File: src/hdl/csba_pkg.sv
`default_nettype none
package csba_pkg;

  localparam int NUM_CHUNKS_DEF = 1024;

  localparam int ADDR_W  = 48;
  localparam int LEN_W   = 41;
  localparam int SHIFT_W = 5;
  localparam int LIMIT_W = 31;
  localparam int CNT_W   = 32;
  localparam int TOTAL_W = 64;
  localparam int CFG_W   = 48;
  localparam int CFG_IDX_W = 2;

  localparam logic [ADDR_W-1:0]  WINDOW_BASE_RST  = '0;
  localparam logic [LEN_W-1:0]   WINDOW_BYTES_RST = '0;
  localparam logic [SHIFT_W-1:0] CHUNK_SHIFT_RST  = 5'd21;
  localparam logic [LIMIT_W-1:0] CHUNK_LIMIT_RST  = 31'd2097152;

  localparam logic FUNC_ADD    = 1'b0;
  localparam logic FUNC_REMOVE = 1'b1;

  typedef enum logic [CFG_IDX_W-1:0] {
    REG_WINDOW_BASE  = 2'd0,
    REG_WINDOW_BYTES = 2'd1,
    REG_CHUNK_SHIFT  = 2'd2,
    REG_CHUNK_LIMIT  = 2'd3
  } csba_reg_t;

  typedef enum logic [1:0] {
    STATUS_OK    = 2'd0,
    STATUS_RANGE = 2'd1,
    STATUS_LIMIT = 2'd2
  } csba_status_t;

  typedef struct packed {
    logic clr;
    logic load;
    logic calc_off;
    logic calc_end;
    logic calc_idx;
    logic chk;
    logic idx_first;
    logic idx_inc;
    logic wr;
    logic finish;
  } csba_cmd_t;

  typedef struct packed {
    logic clr_last;
    logic range_fail;
    logic piece_fail;
    logic at_last;
  } csba_stat_t;

endpackage
`default_nettype wire

File: src/hdl/csba_ctrl.sv
`default_nettype none
module csba_ctrl (
  input  wire                  clk,
  input  wire                  rst,
  input  wire                  in_valid,
  output logic                 in_ready,
  output logic                 out_valid,
  input  wire                  out_ready,
  input  csba_pkg::csba_stat_t stat,
  output csba_pkg::csba_cmd_t  cmd
);
  import csba_pkg::*;

  typedef enum logic [3:0] {
    S_CLEAR,
    S_IDLE,
    S_OFF,
    S_END,
    S_IDX,
    S_CHK_RD,
    S_CHK_CMP,
    S_UPD_RD,
    S_UPD_WR,
    S_FINISH
  } state_t;

  state_t state;
  state_t state_next;
  logic   slot_free;

  assign slot_free = !out_valid || out_ready;
  assign in_ready  = (state == S_IDLE);

  always_comb begin
    cmd        = '0;
    state_next = state;
    case (state)
      S_CLEAR: begin
        cmd.clr = 1'b1;
        if (stat.clr_last) begin
          state_next = S_IDLE;
        end
      end
      S_IDLE: begin
        if (in_valid) begin
          cmd.load   = 1'b1;
          state_next = S_OFF;
        end
      end
      S_OFF: begin
        cmd.calc_off = 1'b1;
        state_next   = S_END;
      end
      S_END: begin
        cmd.calc_end = 1'b1;
        state_next   = S_IDX;
      end
      S_IDX: begin
        cmd.calc_idx = 1'b1;
        state_next   = stat.range_fail ? S_FINISH : S_CHK_RD;
      end
      S_CHK_RD: begin
        state_next = S_CHK_CMP;
      end
      S_CHK_CMP: begin
        cmd.chk = 1'b1;
        if (stat.piece_fail) begin
          state_next = S_FINISH;
        end else if (stat.at_last) begin
          cmd.idx_first = 1'b1;
          state_next    = S_UPD_RD;
        end else begin
          cmd.idx_inc = 1'b1;
          state_next  = S_CHK_RD;
        end
      end
      S_UPD_RD: begin
        state_next = S_UPD_WR;
      end
      S_UPD_WR: begin
        cmd.wr = 1'b1;
        if (stat.at_last) begin
          state_next = S_FINISH;
        end else begin
          cmd.idx_inc = 1'b1;
          state_next  = S_UPD_RD;
        end
      end
      S_FINISH: begin
        if (slot_free) begin
          cmd.finish = 1'b1;
          state_next = S_IDLE;
        end
      end
      default: state_next = S_IDLE;
    endcase
  end

  always_ff @(posedge clk) begin
    if (rst) begin
      state     <= S_CLEAR;
      out_valid <= 1'b0;
    end else begin
      state <= state_next;
      if (cmd.finish) begin
        out_valid <= 1'b1;
      end else if (out_ready) begin
        out_valid <= 1'b0;
      end
    end
  end

endmodule
`default_nettype wire

File: config.mk
export PLATFORM = sky130hd
export DESIGN_NAME = csba_ctrl
export DESIGN_NICKNAME = d
export VERILOG_FILES = /design/src/hdl/csba_pkg.sv /design/src/hdl/csba_ctrl.sv
export SDC_FILE = /design/constraint.sdc
export NUM_CORES = 1
export LEC_CHECK = 0
export ABC_AREA = 1
export BUFFER_PORTS_ARGS = -buffer_cell sky130_fd_sc_hd__buf_2
export CORE_AREA = 2 2 39 41
export CTS_CLUSTER_SIZE = 25
export DETAILED_ROUTE_END_ITERATION = 10
export DIE_AREA = 0 0 41 43
export PLACE_DENSITY = 0.61
export SLEW_MARGIN = 10
export SYNTH_ARGS = -nofsm -noshare
export SYNTH_HDL_FRONTEND = slang
export SYNTH_SLANG_ARGS = --single-unit
File: constraint.sdc
create_clock -name clk -period 2.1 [get_ports clk]
set_clock_uncertainty 0.05 [all_clocks]
set_input_delay 0.21 -clock clk [delete_from_list [all_inputs] [get_ports clk]]
set_output_delay 0.21 -clock clk [all_outputs]
set_load 0.005 [all_outputs]
# Word-level counts from Yosys, hierarchy flattened
# Index checks and enable logic that the tools add are counted.
# totals
regBits	5
out_inout_bits	12
elab_cells	43
# op_classes
eq_ne	12
mux	24
reduce_logical	5
# op_table
op	n
4-bit one-hot mux with 10 select lines	1
4-bit 2-to-1 mux	6
4-bit by 3-bit == test with 1-bit output, second input constant	4
1-bit 2-to-1 mux	13
4-bit by 2-bit == test with 1-bit output, second input constant	2
4-bit == test, second input constant	2
2-bit 2-to-1 mux	3
2-bit != test, second input constant	3
4-bit by 1-bit == test with 1-bit output, second input constant	1
4-bit zero test	1
3-bit AND reduction	1
1-bit one-hot mux with 2 select lines	1
2-bit nonzero test	1
1-bit zero test	1
1-bit logical OR	1

# Depth between registers and ports, before layout
# Gate-level depths: netlist (run 1).
# depth
ltp_word	5
ltp_mapped	7
ltp_nobuf	7

# Worst setup path before layout (run 1)
# OpenSTA, ideal clock, no wires.
# synth_path
path_type	reg-to-output
from	register state[1]
to	output cmd[2] (netlist name)
t_arrival_ns	0.828
path_slack_ns	1.012
path_stages_with_launch	5
path_buffers	0
path_cell_list	dfxtp_1 -> inv_2 -> nor2_2 -> nand3_1 -> o21ai_1
# synth_rtl
item	line	source
start: declaration	csba_ctrl.sv:27	state_t state;
start signal: assignment	csba_ctrl.sv:104	state <= state_next;
end: declaration	csba_ctrl.sv:10	output csba_pkg::csba_cmd_t cmd

==> out/results.tsv, run 1 <==
stage	metric	value	unit
synthesis	Synth Flop Type	dfxtp_1	
sta	Worst slew margin	78.9	%
synthesis	post-synth top area cell	dfxtp_1	
status	status	finished clean	
synthesis	mapped cell area	414	sq um
routing	via count	500	
synthesis	distinct cell type count after synthesis	14	
sta	unrepaired setup endpoints after global routing	no	
clock_network	total setup buffers inserted after CTS	0	
floorplan	die area	1760	sq um
routing	final WL	991	um
clock_network	Root Buffer Master	clkbuf_4	
synthesis	Yosys top cell area share	24.2	%
worst_setup_path	Setup crit end kind	output port	
finish	Layout area overhead	34.1	%
synthesis	Post-synth EDFFs	0	
global_route	vias in the first global route	453	
synthesis	YS warnings	0	
sta	Hold Fails Final Rpt	0	
hold_path	hold crit path type	in2reg	
clock_network	clk sink count	5	
sta	fmax	647	MHz
sta	Pins Over Slew Limit	0	
synthesis	ranking of synthesized cells by area	dfxtp_1 (24%), nor2_1 (17%), nand3_1 (15%), nand2_1 (11%), inv_1 (10%)	
clock_network	Post-CTS Hold Fix Bufs	0	
finish	Core Util, Final	40.1	%
floorplan	core area	1380	sq um
sta	Slew @ Worst Pin	0.317	ns
global_route	largest net degree at the start of global routing	8	
routing	drt first pass iters	4	
routing	vias per cell	4.35	
place	Place WS	0.842	ns
routing	Routed Antenna Nets	0	
synthesis	post-synthesis sequential area ratio	24.2	%
clock_network	CTS buffer count	3	
synthesis	number of synthesized register bits	5	
place	HPWL Detailed	810	um
finish	diode count	0	
clock_network	Clock Tree Buf Depth	2	
sta	final hold slack	0.145	ns
sta	Final Setup Violations	0	
floorplan	number of primary I/O pins	20	
routing	Avg WL per Cell	8.62	um
worst_setup_path	CP arrival	1.29	ns
power_and_ir_drop	LEAKAGE	0.352	nW
floorplan	num rows	14	
synthesis	ys async rst share	0	%
worst_setup_path	startpoint types	register	
finish	share of cells above drive strength 1	34.3	%
sta	post-layout minimum cycle time	1.55	ns
floorplan	Die Height	43	um
clock_network	Resized cells post-CTS	0	
worst_setup_path	WS Path Type	reg2out	
synthesis	synthesized netlist cell count	76	
sta	Setup WS post-layout	0.555	ns
sta	Final Cycle Share	73.6	%
floorplan	initial core utilization	29.9	%
sta	Setup TNS	0	ns
routing	initial drt markers	15	
power_and_ir_drop	Pwr Density	570	nW/um^2
clock_network	CTS H-Tree Depth	1	
synthesis	Syn Nets	84	
worst_setup_path	CP Max Fanout	7	
flow_run	maxcap violations	0	
synthesis	most common library cells after synthesis	nor2_1 (19), nand2_1 (12), nand3_1 (12)	
clock_network	Clock Latency Late Sink	0.24	ns
routing	DRC	0	
global_route	gr usage total	14.2	%
worst_setup_path	WP data required	1.84	ns
global_route	initial antenna violation count	0	
floorplan	Die Wd	41	um
power_and_ir_drop	Peak VDD IR	0.343	mV
synthesis	most frequent cell after synthesis	nor2_1	
global_route	total global routing overflow	0	
place	IO Port Bufs	19	
place	Placer Congestion	0.797	
clock_network	Reg clk slew, reported paths	0.04	ns
global_route	global-route wire length before repair	1700	um
clock_network	CTS tree	yes	
finish	nets@finish	108	
synthesis	Avg Inst Size Synth	5.45	sq um
## cell type report
type | instances | area [sq um]
Sequential cell | 5 | 100
Inverter | 16 | 60.1
Timing Repair Buffer | 19 | 95.1
Multi-Input combinational cell | 55 | 254
Fill cell | 165 | 828
Clock buffer | 4 | 26.3
Tap cell | 16 | 20.0
## routing by layer
metal / track usage, % / wire length, um
met1: 17.8 / 445
met4: 8.00 / 0
met2: 21.3 / 510
met3: 3.14 / 34
met5: 0 / 0
## per-stage QoR
stage | area, sq um | cells | power [W]
2_1_floorplan | 414 | 76 | 0.000173
3_3_place_gp | 529 | 111 | 0.000206
3_5_place_dp | 529 | 111 | 0.000207
4_1_cts | 556 | 115 | 0.000322
5_1_grt | 556 | 115 | 0.000341
6_report | 556 | 115 | 0.000317
## registers in the layout, summed over array words and instances, names as in the netlist
register	cells
out_valid	1
state	4
## kinds of logic (layout without fill, tap and decap cells)
group	count (synthesis)	after routing	share of synthesized area (%)
AOI/OAI and AO/OA	2	2	2.41
DFF	5	5	24.2
buffers and inverters	16	39	14.5
and+or+nand+nor	53	53	58.9
## final timing paths
check              endpoint  cells after the start       from  slack, ns
setup / recovery     cmd[2]                      5   state[1]       0.55
hold reg to reg   out_valid                      4  out_valid       0.54
setup reg to reg   state[1]                      7   state[3]       0.94
hold / removal     state[1]                      2        rst       0.15
## layout by cell type (no fill, tap or decap), types with 3 or more instances in the layout
cell,netlist,layout
nand3_1,12,12
inv_1,11,11
nand2_1,12,12
clkbuf_4,0,3
nor2_1,19,19
inv_2,4,4
nor2_2,6,6
buf_2,0,19
dfxtp_1,5,5
## worst max-delay path, cell delays in order (launching register included)
cell and delay, ns:
dfxtp_1 0.50, inv_2 0.07, nor2_2 0.10, nand3_1 0.11, o21ai_1 0.13, buf_2 0.12
## where the power goes
group / internal [W] / leakage, nW / switching, W
clock: 0.0000718 / 0.0150 / 0.0000394
combinational: 0.0000361 / 0.296 / 0.0000557
sequential: 0.000101 / 0.0407 / 0.0000124
Power figures use the tool's default switching activity.
==> run 2, diff against run 1 <==
==> constraint.sdc (replaced) <==
create_clock -name clk -period 1.5 [get_ports clk]
set_clock_uncertainty 0.05 [all_clocks]
set_input_delay 0.15 -clock clk [delete_from_list [all_inputs] [get_ports clk]]
set_output_delay 0.15 -clock clk [all_outputs]
set_load 0.005 [all_outputs]
==> run 2 against run 1 <==
Cell count is the same. Core utilization rose by 0.36 points. Cell area rose by 0.90%. Largest power group unchanged. Die area stayed put. Highest routed layer unchanged. Non-clock buffer count is the same. Sequential cell count stayed put. Critical path type unchanged. Combinational power grew 41%.
==> out/results.tsv, run 2 (synthesized netlist as in run 1, its figures left out) <==
stage	metric	value	unit
sta	Pins Over Slew Limit	0	
place	IO Port Bufs	19	
place	Placer Congestion	0.797	
worst_setup_path	Setup crit end kind	output port	
finish	diode count	0	
finish	Layout area overhead	35.3	%
worst_setup_path	RR Endpoint	state[1]	
floorplan	die area	1760	sq um
finish	most frequent cells in the layout	nor2_1 (19), buf_2 (19), nand2_1 (12), nand3_1 (12), inv_1 (11)	
floorplan	number of primary I/O pins	20	
worst_setup_path	WP data required	1.30	ns
worst_setup_path	flop2flop setup slack	0.42	ns
clock_network	Clock Latency Late Sink	0.24	ns
power_and_ir_drop	Pwr Density	795	nW/um^2
clock_network	clk sink count	5	
global_route	vias in the first global route	449	
place	Place WS	0.306	ns
hold_path	WHS Endpoint	state[1]	
sta	fmax	721	MHz
clock_network	CTS H-Tree Depth	1	
place	HPWL Detailed	808	um
power_and_ir_drop	LEAKAGE	0.354	nW
clock_network	CTS buffer count	3	
sta	Final Cycle Share	92.5	%
routing	DRC	0	
routing	drt first pass iters	4	
routing	initial drt markers	13	
floorplan	Die Wd	41	um
finish	max FFs per register	4	
global_route	global-route wire length before repair	1660	um
sta	Setup WS post-layout	0.113	ns
finish	Fillers	173	
clock_network	Post-CTS Hold Fix Bufs	0	
worst_setup_path	startpoint types	register	
worst_setup_path	Slowest cell on crit path	dfxtp_2	
clock_network	total setup buffers inserted after CTS	0	
worst_setup_path	worst flop-to-flop path startpoint	state[0]	
global_route	total global routing overflow	0	
sta	Setup TNS	0	ns
finish	Core Util, Final	40.5	%
sta	Worst slew margin	87.1	%
floorplan	core area	1380	sq um
routing	Avg WL per Cell	8.65	um
sta	unrepaired setup endpoints after global routing	no	
worst_setup_path	slowest cell delay on critical path	0.38	ns
worst_setup_path	CP Max Fanout	6	
finish	biggest regs	state: 4 flops, out_valid: 1 flops	
power_and_ir_drop	Overall Power	0.000445	W
routing	via count	508	
sta	post-layout minimum cycle time	1.39	ns
finish	share of cells above drive strength 1	38.4	%
finish	multi-input logic area	254	sq um
sta	Final Setup Violations	0	
clock_network	CTS tree	yes	
routing	final WL	995	um
floorplan	initial core utilization	29.9	%
hold_path	Hold Path Stages	2	
finish	register area	105	sq um
hold_path	hold crit path type	in2reg	
clock_network	Root Buffer Master	clkbuf_4	
clock_network	Reg clk slew, reported paths	0.04	ns
hold_path	worst hold start	rst	
status	status	finished clean	
global_route	initial antenna violation count	0	
floorplan	Die Height	43	um
sta	Slew @ Worst Pin	0.193	ns
worst_setup_path	cells on worst reg2reg path	5	
routing	Routed Antenna Nets	0	
floorplan	num rows	14	
finish	Biggest register	state	
worst_setup_path	CP cell instances	inv_2 > nor2_4 > nand3_1 > o21ai_1 > buf_2	
clock_network	Clock Tree Buf Depth	2	
global_route	largest net degree at the start of global routing	8	
power_and_ir_drop	Peak VDD IR	0.485	mV
routing	vias per cell	4.42	
sta	Hold Fails Final Rpt	0	
flow_run	maxcap violations	0	
worst_setup_path	WS Path Type	reg2out	
global_route	gr usage total	13.9	%
finish	nets@finish	108	
worst_setup_path	CP arrival	1.19	ns
-- run 2: cell types whose count changed in the layout (fill, tap and decap cells not counted) --
cell / delta
dfxtp_1: -4
dfxtp_2: +4
-- run 2: where the power goes --
part,internal [W],switching [W]
registers,0.000144,0.0000172
logic,0.0000508,0.0000779
clock network,0.000101,0.0000552
total,0.000295,0.000150
-- run 2: through the flow --
step | cell area, sq um | cells | hold WS, ns
2_1_floorplan | 414 | 76 | 0.167
3_3_place_gp | 529 | 111 | 0.327
3_5_place_dp | 529 | 111 | 0.332
4_1_cts | 556 | 115 | 0.0752
5_1_grt | 561 | 115 | 0.0798
6_report | 561 | 115 | 0.0744
-- run 2: final cells by class --
| class | count | share of cell area (%) |
|---|---|---|
| multi-input cells | 55 | 45.3 |
| well taps | 16 | 3.57 |
| repair buffers | 19 | 17.0 |
| inverters | 16 | 10.7 |
| clock buffers | 4 | 4.69 |
| flip-flops and latches | 5 | 18.8 |
-- run 2: how the worst max path moves through the flow --
stage	start	end	slack [ns]	cells past startpoint
3_3_place_gp	state[1]	cmd[2]	0.27	5
5_1_grt	state[2]	cmd[2]	0.04	5
6_report	state[2]	cmd[2]	0.11	5
3_5_place_dp	state[1]	cmd[2]	0.31	5
4_1_cts	state[1]	cmd[2]	0.04	5
2_1_floorplan	state[1]	cmd[2]	0.47	4
-- run 2: critical path: cells and delay by family, from the launching register on --
kind                   cells  cell delay, ns
buffers and inverters      2            0.19
flip-flops                 1            0.38
AO/OA/AOI/OAI              1            0.13
AND/OR/NAND/NOR            2            0.25
-- run 2: per-layer routing --
layer  up-vias  GRT usage (%)  part of all wire (%)
met2        10           21.3                    52
met3         0           3.14                   3.7
met5         -              0                     0
met4         0           8.00                     0
li1        276              -                     -
met1       222           16.8                    44
-- run 2: repair_timing --
item | CTS | global route
setup endpoints to repair | 0 | 3
endpoints found under the hold margin | 0 | 0
resized for setup | 0 | 4
